### src/design/mmg_pkg.sv
// mmg_pkg: shared types, codes and float helpers for the macrocell min/max grid
// used by the controller, the datapath, the top level and the checker
`timescale 1ns / 1ps

package mmg_pkg;

   // command codes of an input item
   typedef enum logic [1:0] {
      CMD_SAMPLE  = 2'd0,
      CMD_READ    = 2'd1,
      CMD_RESTART = 2'd2,
      CMD_UNUSED  = 2'd3
   } cmd_code_type;

   // register indexes on the csr port
   typedef enum logic [1:0] {
      REG_SIZE_X    = 2'd0,
      REG_SIZE_Y    = 2'd1,
      REG_SIZE_Z    = 2'd2,
      REG_CELL_SIZE = 2'd3
   } reg_index_type;

   // result status codes
   localparam logic [2:0] STS_ACCEPTED  = 3'd0;
   localparam logic [2:0] STS_DROPPED   = 3'd1;
   localparam logic [2:0] STS_READ_OK   = 3'd2;
   localparam logic [2:0] STS_READ_BAD  = 3'd3;
   localparam logic [2:0] STS_RESTARTED = 3'd4;

   // empty range markers
   localparam logic [31:0] POS_INF_BITS = 32'h7F80_0000;
   localparam logic [31:0] NEG_INF_BITS = 32'hFF80_0000;

   // payload widths
   localparam int REQ_W = 48;
   localparam int RSP_W = 72;

   // controller to datapath
   typedef struct packed {
      logic setup_step;
      logic prod_xy;
      logic prod_xyz;
      logic capture;
      logic calc;
      logic lookup;
      logic commit;
   } ctrl_cmd_type;

   // datapath to controller
   typedef struct packed {
      logic setup_done;
      logic out_free;
   } ctrl_stat_type;

   // monotone integer key of a float bit pattern, -0 below +0
   function automatic logic [31:0] order_key(input logic [31:0] b);
      return b[31] ? ~b : (b | 32'h8000_0000);
   endfunction

   function automatic logic is_nan(input logic [31:0] b);
      return b[30:0] > POS_INF_BITS[30:0];
   endfunction

endpackage

### src/design/mmg_ctrl.sv
// mmg_ctrl: sequencer for grid setup and the per-item phases
// depends on mmg_pkg
`timescale 1ns / 1ps

module mmg_ctrl (
   input  logic                   clock,
   input  logic                   reset,
   input  logic                   csr_we,
   input  logic                   req_tvalid,
   output logic                   req_tready,
   input  mmg_pkg::ctrl_stat_type stat,
   output mmg_pkg::ctrl_cmd_type  cmd
);
   import mmg_pkg::*;

   typedef enum logic [6:0] {
      ST_SETUP  = 7'b0000001,
      ST_PROD1  = 7'b0000010,
      ST_PROD2  = 7'b0000100,
      ST_IDLE   = 7'b0001000,
      ST_CALC   = 7'b0010000,
      ST_LOOK   = 7'b0100000,
      ST_COMMIT = 7'b1000000
   } state_type;

   state_type state_ff, state_in;

   // next state
   always_comb begin
      state_in = state_ff;
      unique case (state_ff)
         ST_SETUP:  if (stat.setup_done) state_in = ST_PROD1;
         ST_PROD1:  state_in = ST_PROD2;
         ST_PROD2:  state_in = ST_IDLE;
         ST_IDLE:   if (req_tvalid) state_in = ST_CALC;
         ST_CALC:   state_in = ST_LOOK;
         ST_LOOK:   state_in = ST_COMMIT;
         ST_COMMIT: if (stat.out_free) state_in = ST_IDLE;
         default:   state_in = ST_SETUP;
      endcase
      if (csr_we) state_in = ST_SETUP;
   end

   always_ff @(posedge clock) begin
      if (reset) begin
         state_ff <= ST_SETUP;
      end else begin
         state_ff <= state_in;
      end
   end

   // commands
   assign req_tready     = (state_ff == ST_IDLE);
   assign cmd.setup_step = (state_ff == ST_SETUP);
   assign cmd.prod_xy    = (state_ff == ST_PROD1);
   assign cmd.prod_xyz   = (state_ff == ST_PROD2);
   assign cmd.capture    = (state_ff == ST_IDLE) && req_tvalid;
   assign cmd.calc       = (state_ff == ST_CALC);
   assign cmd.lookup     = (state_ff == ST_LOOK);
   assign cmd.commit     = (state_ff == ST_COMMIT) && stat.out_free;

endmodule

### config.mk
export PLATFORM = sky130hd
export DESIGN_NAME = mmg_ctrl
export DESIGN_NICKNAME = d
export VERILOG_FILES = /design/src/design/mmg_pkg.sv /design/src/design/mmg_ctrl.sv
export SDC_FILE = /design/constraint.sdc
export NUM_CORES = 1
export LEC_CHECK = 0
export BUFFER_PORTS_ARGS = -buffer_cell sky130_fd_sc_hd__buf_2
export CORE_AREA = 2 2 39 41
export CTS_CLUSTER_SIZE = 20
export DETAILED_ROUTE_END_ITERATION = 6
export DIE_AREA = 0 0 41 43
export GPL_ROUTABILITY_DRIVEN = 0
export GPL_TIMING_DRIVEN = 0
export PLACE_DENSITY_LB_ADDON = 0.1
export SLEW_MARGIN = 20
export SYNTH_ARGS = -nofsm -noshare
export SYNTH_HDL_FRONTEND = slang
export SYNTH_SLANG_ARGS = --single-unit
### constraint.sdc
create_clock -name clock -period 1.5 [get_ports clock]
set_clock_uncertainty 0.05 [all_clocks]
set_input_delay 0.075 -clock clock [delete_from_list [all_inputs] [get_ports clock]]
set_output_delay 0.075 -clock clock [all_outputs]
set_load 0.02 [all_outputs]
==> flow_summary.toml, run 1 <==
[placement]
dp.cells = 88
post-place-ws_ps = 45.8
hpwlAfterDp_um = 871
portBuffers = 13

[clocking]
cts.reportedPaths.clkPinSlew_ps = 60
h-tree-depth = 1
clk_latency_ps = 260
root_buffer = "clkbuf_4"
cts_made_buffers = 3
cts.sinks = 7
clk_path_buf_depth = 2
cts_tree = "yes"

[logic_synthesis]
ys_types = 31
syn-num-nets = 65
synth_commonest_cells = "nor2_1 (8), dfxtp_1 (7), inv_1 (4)"
synth.most_common_cell = "nor2_1"
ys_warn_count = 0
synth_edf_count = 0
ys_dominant_reg_cell = "dfxtp_1"
seq_area_frac_synth = 0.266
synth_top_area_cell = "dfxtp_1"
synth.area.top_cells = "dfxtp_1 (27%), nor2_1 (5.7%), a2111oi_4 (5.2%)"
synthesis.instances = 59
synth-seq-cells = 7
syn_area_per_cell_um2 = 8.93
yosysTopAreaCellShare = 0.266
synthArstFlopShare = 0
synth_area_um2 = 527

[grt]
gr-usage-all-layers = 0.175
grt_pass1_vias = 474
overflow = 0
grt_pass1_wl_mm = 2.04
antenna_found_initial = 0
grt_max_degree = 11

[run]
max-cap-violations = 0

[setup_path]
crit_end = "cmd[4]"
crit_slowest_cell = "dfxtp_4"
path_cells = "nor4_4 > nor4bb_4 > buf_4"
worstPathArrival_ps = 1400
crit_cells = 3
crit_family = "simple AND/OR/NAND/NOR gates"
r2r_end = "state_ff[2]"
ff2ff_setup_slack_ps = 90
cp_slowest_stage_delay_ps = 370
critPathMaxFanout = 5
crit_type = "flip-flop to primary output"
worst_setup_path_start_kind = "flip-flop"
worstRegToRegCells = 6
critPathLaunch = "state_ff[0]"
end_kind = "primary output"
crit_buf_inv = 1
cp.required_ps = 1370
timing.rr.start = "state_ff[0]"

[timing]
max_freq_ghz = 0.655
finalSetupViolCount = 3
slew_headroom = 0.784
worst_pin_slew_ps = 319
holdWs_ps = 2.80
rsz0062_at_grt = "true"
min_period_over_period = 1.02
min_period_ps = 1530
hold_viol_final = 0
slew_violations = 0
setup_tns_ps = -46.6
fin_ws_ps = -27.6

[final_layout]
largest_reg_flops = 7
drive_above_1_share = 0.598
regMostFlops = "state_ff"
antennaDiodeCount = 0
top_regs = "state_ff (7)"
nets = 89
layout.cells.non_filler = 98
syn_to_final_growth_pct = 54.9

[drt]
wl_per_cell_um = 13.4
postRouteAntennaNets = 0
wirelength_mm = 1.31
viasPerCell = 5.28
first_pass_iters = 1
first_iter_violations = 0
drc = 0
via_count = 517

[floorplanning]
row_count = 14
die_y_um = 43
die_area_um2 = 1760
initial_core_util = 0.381
design.core.area_um2 = 1380
fp.dieW_um = 41
io_pins = 14

[power]
power_density_nw_per_um2 = 552
p_leak_nw = 0.340
vdd_drop_max_uv = 428

[hold_path]
hold_path_class = "input port to flip-flop"
worstHoldPathCells = 2

[run_status]
violations = "setup timing"
status = "finished with violations"
[cells by family after synthesis]
kind of cell / Yosys count / synth area share
flip-flops: 7 / 0.266
AO/OA/AOI/OAI: 10 / 0.169
buffers and inverters: 9 / 0.0807
XOR/XNOR: 1 / 0.0166
AND/OR/NAND/NOR: 32 / 0.468
[worst min path at each step]
stage                       from     endpoint
after global placement     reset  state_ff[6]
final                     csr_we  state_ff[6]
after CTS                 csr_we  state_ff[4]
after floorplan            reset  state_ff[6]
after global routing      csr_we  state_ff[6]
after detailed placement   reset  state_ff[6]
[per-layer routing]
layer,global-route usage,wire length (um),up-vias
met2,0.234,677,11
li1,-,-,267
met4,0.100,13,0
met5,0,0,-
met3,0.0471,50,2
met1,0.243,570,237
[what timing repair did]
item | 4_1_cts | 5_1_grt
setup buffers | 1 | 7
setup endpoints to repair | 7 | 12
hold endpoints to repair | 1 | 0
hold buffers | 1 | 0
resized for setup | 8 | 23
pin swaps | 2 | 7
[cell type report]
cell class                 count  area [um^2]
fill                         138          568
multi-input combinational     43          408
timing repair buffer          22          175
sequential                     7          153
clock buffer                   4         26.3
tap                           16         20.0
buffer                         2         18.8
inverter                       4         15.0
[worst register-to-register path, delay by kind of cell, from the launching register on]
kind,cells,cell delay [ps]
buffers and inverters,3,450
flip-flops,1,370
AND/OR/NAND/NOR,3,480
[metrics by stage]
| stage | utilization | power, mW | cell area, um^2 |
|---|---|---|---|
| 2_1_floorplan | - | 0.236 | 537 |
| 3_3_place_gp | 0.449 | 0.258 | 622 |
| 3_5_place_dp | 0.449 | 0.257 | 622 |
| 4_1_cts | 0.493 | 0.439 | 682 |
| 5_1_grt | 0.590 | 0.471 | 816 |
| 6_report | 0.590 | 0.450 | 816 |
[power by group]
group | leakage [nW] | switching, mW | internal, mW | total, mW
clock network | 0.0150 | 0.0742 | 0.102 | 0.176
logic | 0.265 | 0.0357 | 0.0408 | 0.0765
registers | 0.0595 | 0.0102 | 0.188 | 0.198
total | 0.340 | 0.120 | 0.330 | 0.450
[layout by cell type (no fill, tap or decap), types with 2 or more instances in the layout]
master,instances
buf_4,9
buf_2,8
nor2_1,6
buf_6,5
dfxtp_2,4
inv_1,3
a21oi_1,3
clkbuf_4,3
nor3_4,2
nand3_1,2
and4_1,2
or3_1,2
o21ai_1,2
nor3b_1,2
dfxtp_4,2
No activity file was read; power rests on OpenSTA's default activity.
==> run 2: changes to the inputs <==
Settings changed: BUFFER_PORTS_ARGS -buffer_cell sky130_fd_sc_hd__buf_2 to -buffer_cell sky130_fd_sc_hd__clkbuf_2.
==> flow_summary.toml, run 2 (same netlist as run 1, synthesis figures left out) <==
[run_status]
status = "finished with violations"
violations = "setup timing"

[drt]
postRouteAntennaNets = 0
wl_met3_um = 50
wl_met1_um = 587
viasPerCell = 5.38
wl_per_cell_um = 13.8
drc = 0
met2_length_um = 644
first_pass_iters = 4
wirelength_mm = 1.30
top_layer_used = "met4"
first_iter_violations = 8
via_count = 506

[clocking]
root_buffer = "clkbuf_4"
clk_latency_ps = 260
cts.sinks = 7
cts.reportedPaths.clkPinSlew_ps = 60
cts_tree = "yes"
cts_made_buffers = 3
h-tree-depth = 1
clk_path_buf_depth = 2
postCtsHoldBufs = 0

[final_layout]
fillers = 140
antennaDiodeCount = 0
layout_common_cells = "clkbuf_2 (10), buf_4 (8), nor2_1 (8)"
multi_input_area_um2 = 375
top_regs = "state_ff (7)"
utilization = 0.523
drive_above_1_share = 0.526
final_common_cell = "clkbuf_2"
regMostFlops = "state_ff"
nets = 85
syn_to_final_growth_pct = 37.3
largest_reg_flops = 7
postLayoutCellArea_um2 = 723
final-seq-area_um2 = 151

[power]
p_leak_nw = 0.312
clkPwrFrac = 0.401
vdd_drop_max_uv = 403
p_int_uw = 324
comb_power_share = 0.156
switchingPower_uw = 117
power_density_nw_per_um2 = 610
seq_power_share = 0.442
power.share.switching = 0.266

[grt]
grt_pass1_wl_mm = 2.02
overflow = 0
antenna_found_initial = 0
grt_pass1_vias = 471
grt_max_degree = 11
gr-usage-all-layers = 0.174

[floorplanning]
design.core.area_um2 = 1380
row_count = 14
die_y_um = 43
initial_core_util = 0.381
die_area_um2 = 1760
fp.dieW_um = 41
io_pins = 14

[setup_path]
worst_setup_path_start_kind = "flip-flop"
critPathLaunch = "state_ff[0]"
worstRegToRegCells = 5
crit_end = "cmd[4]"
path_cells = "nor4_4 > nor4bb_4 > buf_4"
cp_slowest_stage_delay_ps = 360
critPathMaxFanout = 3
end_kind = "primary output"
cp.required_ps = 1370
r2r_end = "state_ff[6]"
crit_slowest_cell = "dfxtp_4"
crit_type = "flip-flop to primary output"
timing.rr.start = "state_ff[6]"
worstPathArrival_ps = 1380
ff2ff_setup_slack_ps = 80

[hold_path]
hold_path_class = "input port to flip-flop"

[timing]
finalSetupViolCount = 2
hold_viol_final = 0
max_freq_ghz = 0.664
setup_tns_ps = -11.4
worst_pin_slew_ps = 328
holdWs_ps = 5.08
slew_headroom = 0.778
min_period_over_period = 1.00
min_period_ps = 1510
fin_ws_ps = -6.30
rsz0062_at_grt = "true"
slew_violations = 0

[placement]
place_area_um2 = 622
portBuffers = 13
hpwlAfterDp_um = 891
post-place-ws_ps = 45.2

[run]
max-cap-violations = 0
## run 2: cell types whose count changed in the layout (fill, tap and decap cells not counted), sizes merged
cell | previous run | this run
clkbuf | 4 | 14
buf | 23 | 10
dlygate4sd3 | 1 | 0
## run 2: power by group through the flow
| stage | registers, mW | logic (mW) | clock network [mW] |
|---|---|---|---|
| 2_1_floorplan | 0.197 | 0.0386 | 0 |
| 3_3_place_gp | 0.198 | 0.0595 | 0 |
| 3_5_place_dp | 0.198 | 0.0594 | 0 |
| 4_1_cts | 0.195 | 0.0655 | 0.179 |
| 5_1_grt | 0.195 | 0.0753 | 0.192 |
| 6_report | 0.195 | 0.0690 | 0.177 |
## run 2: cell type report
class,instances,area share
Tap cell,16,0.0277
Sequential cell,7,0.209
Timing Repair Buffer,18,0.166
Buffer,2,0.0208
Clock buffer,4,0.0363
Multi-Input combinational cell,43,0.519
Inverter,4,0.0208
## run 2: worst max-delay path, delay by kind of cell (launching register included)
| family | cells | cell delay, ps |
|---|---|---|
| simple gates | 2 | 580 |
| buf+inv | 1 | 180 |
| flops | 1 | 360 |
## run 2: how the worst min path moves through the flow
stage               depth (start not counted)   from          end  slack (ps)
floorplan                                   1  reset  state_ff[6]          90
global placement                            2  reset  state_ff[6]         270
detailed placement                          2  reset  state_ff[6]         270
CTS                                         2  reset  state_ff[6]           5
global route                                2  reset  state_ff[6]           9
finish                                      2  reset  state_ff[6]           5
## run 2: routing by layer
layer  track usage  vias to the layer above
li1              -                      256
met2         0.228                        9
met4         0.100                        0
met5             0                        -
met1         0.236                      239
met3        0.0628                        2
## run 2: metrics by stage
stage                     std cells  total power, mW
final                            94            0.441
after global placement           88            0.258
after global routing             94            0.463
after floorplan                  59            0.236
after detailed placement         88            0.257
after CTS                        92            0.439
## run 2: what timing repair did
item	4_1_cts	5_1_grt
pin swaps	2	2
gates resized for setup	10	7
setup buffers	2	3
endpoints found under the setup margin	7	9
==> run 3: changes to the inputs <==
Settings changed: CELL_PAD_IN_SITES_DETAIL_PLACEMENT set to 1, CELL_PAD_IN_SITES_GLOBAL_PLACEMENT set to 1, CORE_AREA 2 2 39 41 to unset, CORE_MARGIN set to 1.5, CORE_UTILIZATION set to 36, DIE_AREA 0 0 41 43 to unset, PLACE_DENSITY set to 0.7, PLACE_DENSITY_LB_ADDON 0.1 to unset.
==> flow_summary.toml, run 3 (same netlist as run 1, synthesis figures left out) <==
[run_status]
status = "finished with violations"
violations = "setup timing"

[setup_path]
end_kind = "primary output"
crit_slowest_cell = "dfxtp_4"
crit_end = "cmd[4]"
ff2ff_setup_slack_ps = 90
timing.rr.start = "state_ff[3]"
worstPathArrival_ps = 1430
crit_type = "flip-flop to primary output"
worstRegToRegCells = 4
r2r_end = "state_ff[3]"
critPathMaxFanout = 7
critPathLaunch = "state_ff[0]"
worst_setup_path_start_kind = "flip-flop"
path_cells = "nor4_4 > nor4bb_4 > buf_4"
cp_slowest_stage_delay_ps = 380
cp.required_ps = 1370

[final_layout]
antennaDiodeCount = 0
syn_to_final_growth_pct = 50.6
postLayoutCellArea_um2 = 793
drive_above_1_share = 0.566
nets = 90
layout_common_cells = "clkbuf_2 (9), buf_4 (9), nor2_1 (7)"
regMostFlops = "state_ff"
top_regs = "state_ff (7)"
largest_reg_flops = 7

[power]
power_density_nw_per_um2 = 573
vdd_drop_max_uv = 427
p_total_uw = 455
p_leak_nw = 0.340

[drt]
via_count = 551
first_pass_iters = 4
drc = 0
wl_per_cell_um = 17.5
wirelength_mm = 1.71
first_iter_violations = 8
postRouteAntennaNets = 0
viasPerCell = 5.62

[grt]
grt_pass1_wl_mm = 2.13
overflow = 0
antenna_found_initial = 0
gr-usage-all-layers = 0.206
grt_max_degree = 11
grt_pass1_vias = 489

[floorplanning]
initial_core_util = 0.395
row_count = 13
die_y_um = 41.3
io_pins = 14
die_area_um2 = 1700
fp.dieW_um = 41.3
design.core.area_um2 = 1330

[clocking]
cts_made_buffers = 3
root_buffer = "clkbuf_4"
cts.reportedPaths.clkPinSlew_ps = 60
h-tree-depth = 1
cts.sinks = 7
cts_tree = "yes"
clk_latency_ps = 270
clk_path_buf_depth = 2

[timing]
slew_headroom = 0.733
rsz0062_at_grt = "true"
worst_pin_slew_ps = 395
min_period_over_period = 1.04
min_period_ps = 1560
setup_tns_ps = -149
max_freq_ghz = 0.641
hold_viol_final = 0
fin_ws_ps = -59.2
finalSetupViolCount = 4
slew_violations = 0

[placement]
portBuffers = 13
place_area_um2 = 621
hpwlAfterDp_mm = 1.05
post-place-ws_ps = -35.9

[hold_path]
hold_path_class = "input port to flip-flop"

[run]
max-cap-violations = 0
## run 3: routing by layer
metal / share of wire / up-vias / track usage
met5: 0 / - / 0
met4: 0.011 / 0 / 0.153
met3: 0.040 / 4 / 0.0652
met2: 0.52 / 15 / 0.320
met1: 0.43 / 266 / 0.232
li1: - / 266 / -
## run 3: power breakdown
part	total, mW	switching [mW]	internal (mW)
clock	0.189	0.0860	0.103
combinational	0.0669	0.0347	0.0323
sequential	0.199	0.0102	0.189
total	0.455	0.131	0.324
## run 3: cell type report
cell class	count	area, um^2
Multi-Input combinational cell	43	390
Inverter	4	15.0
Timing Repair Buffer	23	170
Clock buffer	4	26.3
Fill cell	162	541
Tap cell	15	18.8
Sequential cell	7	150
Buffer	2	22.5
## run 3: stage by stage
stage,instances,util,hold slack [ps]
after global placement,87,0.465,274
after CTS,91,0.523,4.08
after global routing,98,0.595,91.4
after floorplan,59,-,89.3
after detailed placement,87,0.465,277
final,98,0.595,75.8
## run 3: worst max-delay path: cells and delay by family (launching register included)
| family | cells | cell delay [ps] |
|---|---|---|
| flops | 1 | 380 |
| buf+inv | 1 | 180 |
| simple gates | 2 | 600 |
## run 3: how the worst min path moves through the flow
stage / from / depth (start not counted) / to / slack (ps)
after floorplan: reset / 1 / state_ff[6] / 90
after global placement: reset / 2 / state_ff[6] / 270
after detailed placement: reset / 2 / state_ff[6] / 280
after CTS: reset / 2 / state_ff[6] / 4
after global routing: req_tvalid / 3 / state_ff[6] / 90
final: req_tvalid / 3 / state_ff[6] / 80
## run 3: what timing repair did
action / CTS / global route
setup endpoints to repair: 10 / 12
pin swaps: 3 / 7
hold buffers: 0 / 2
setup buffers: 3 / 5
hold endpoints to repair: 0 / 2
resized for setup: 13 / 16
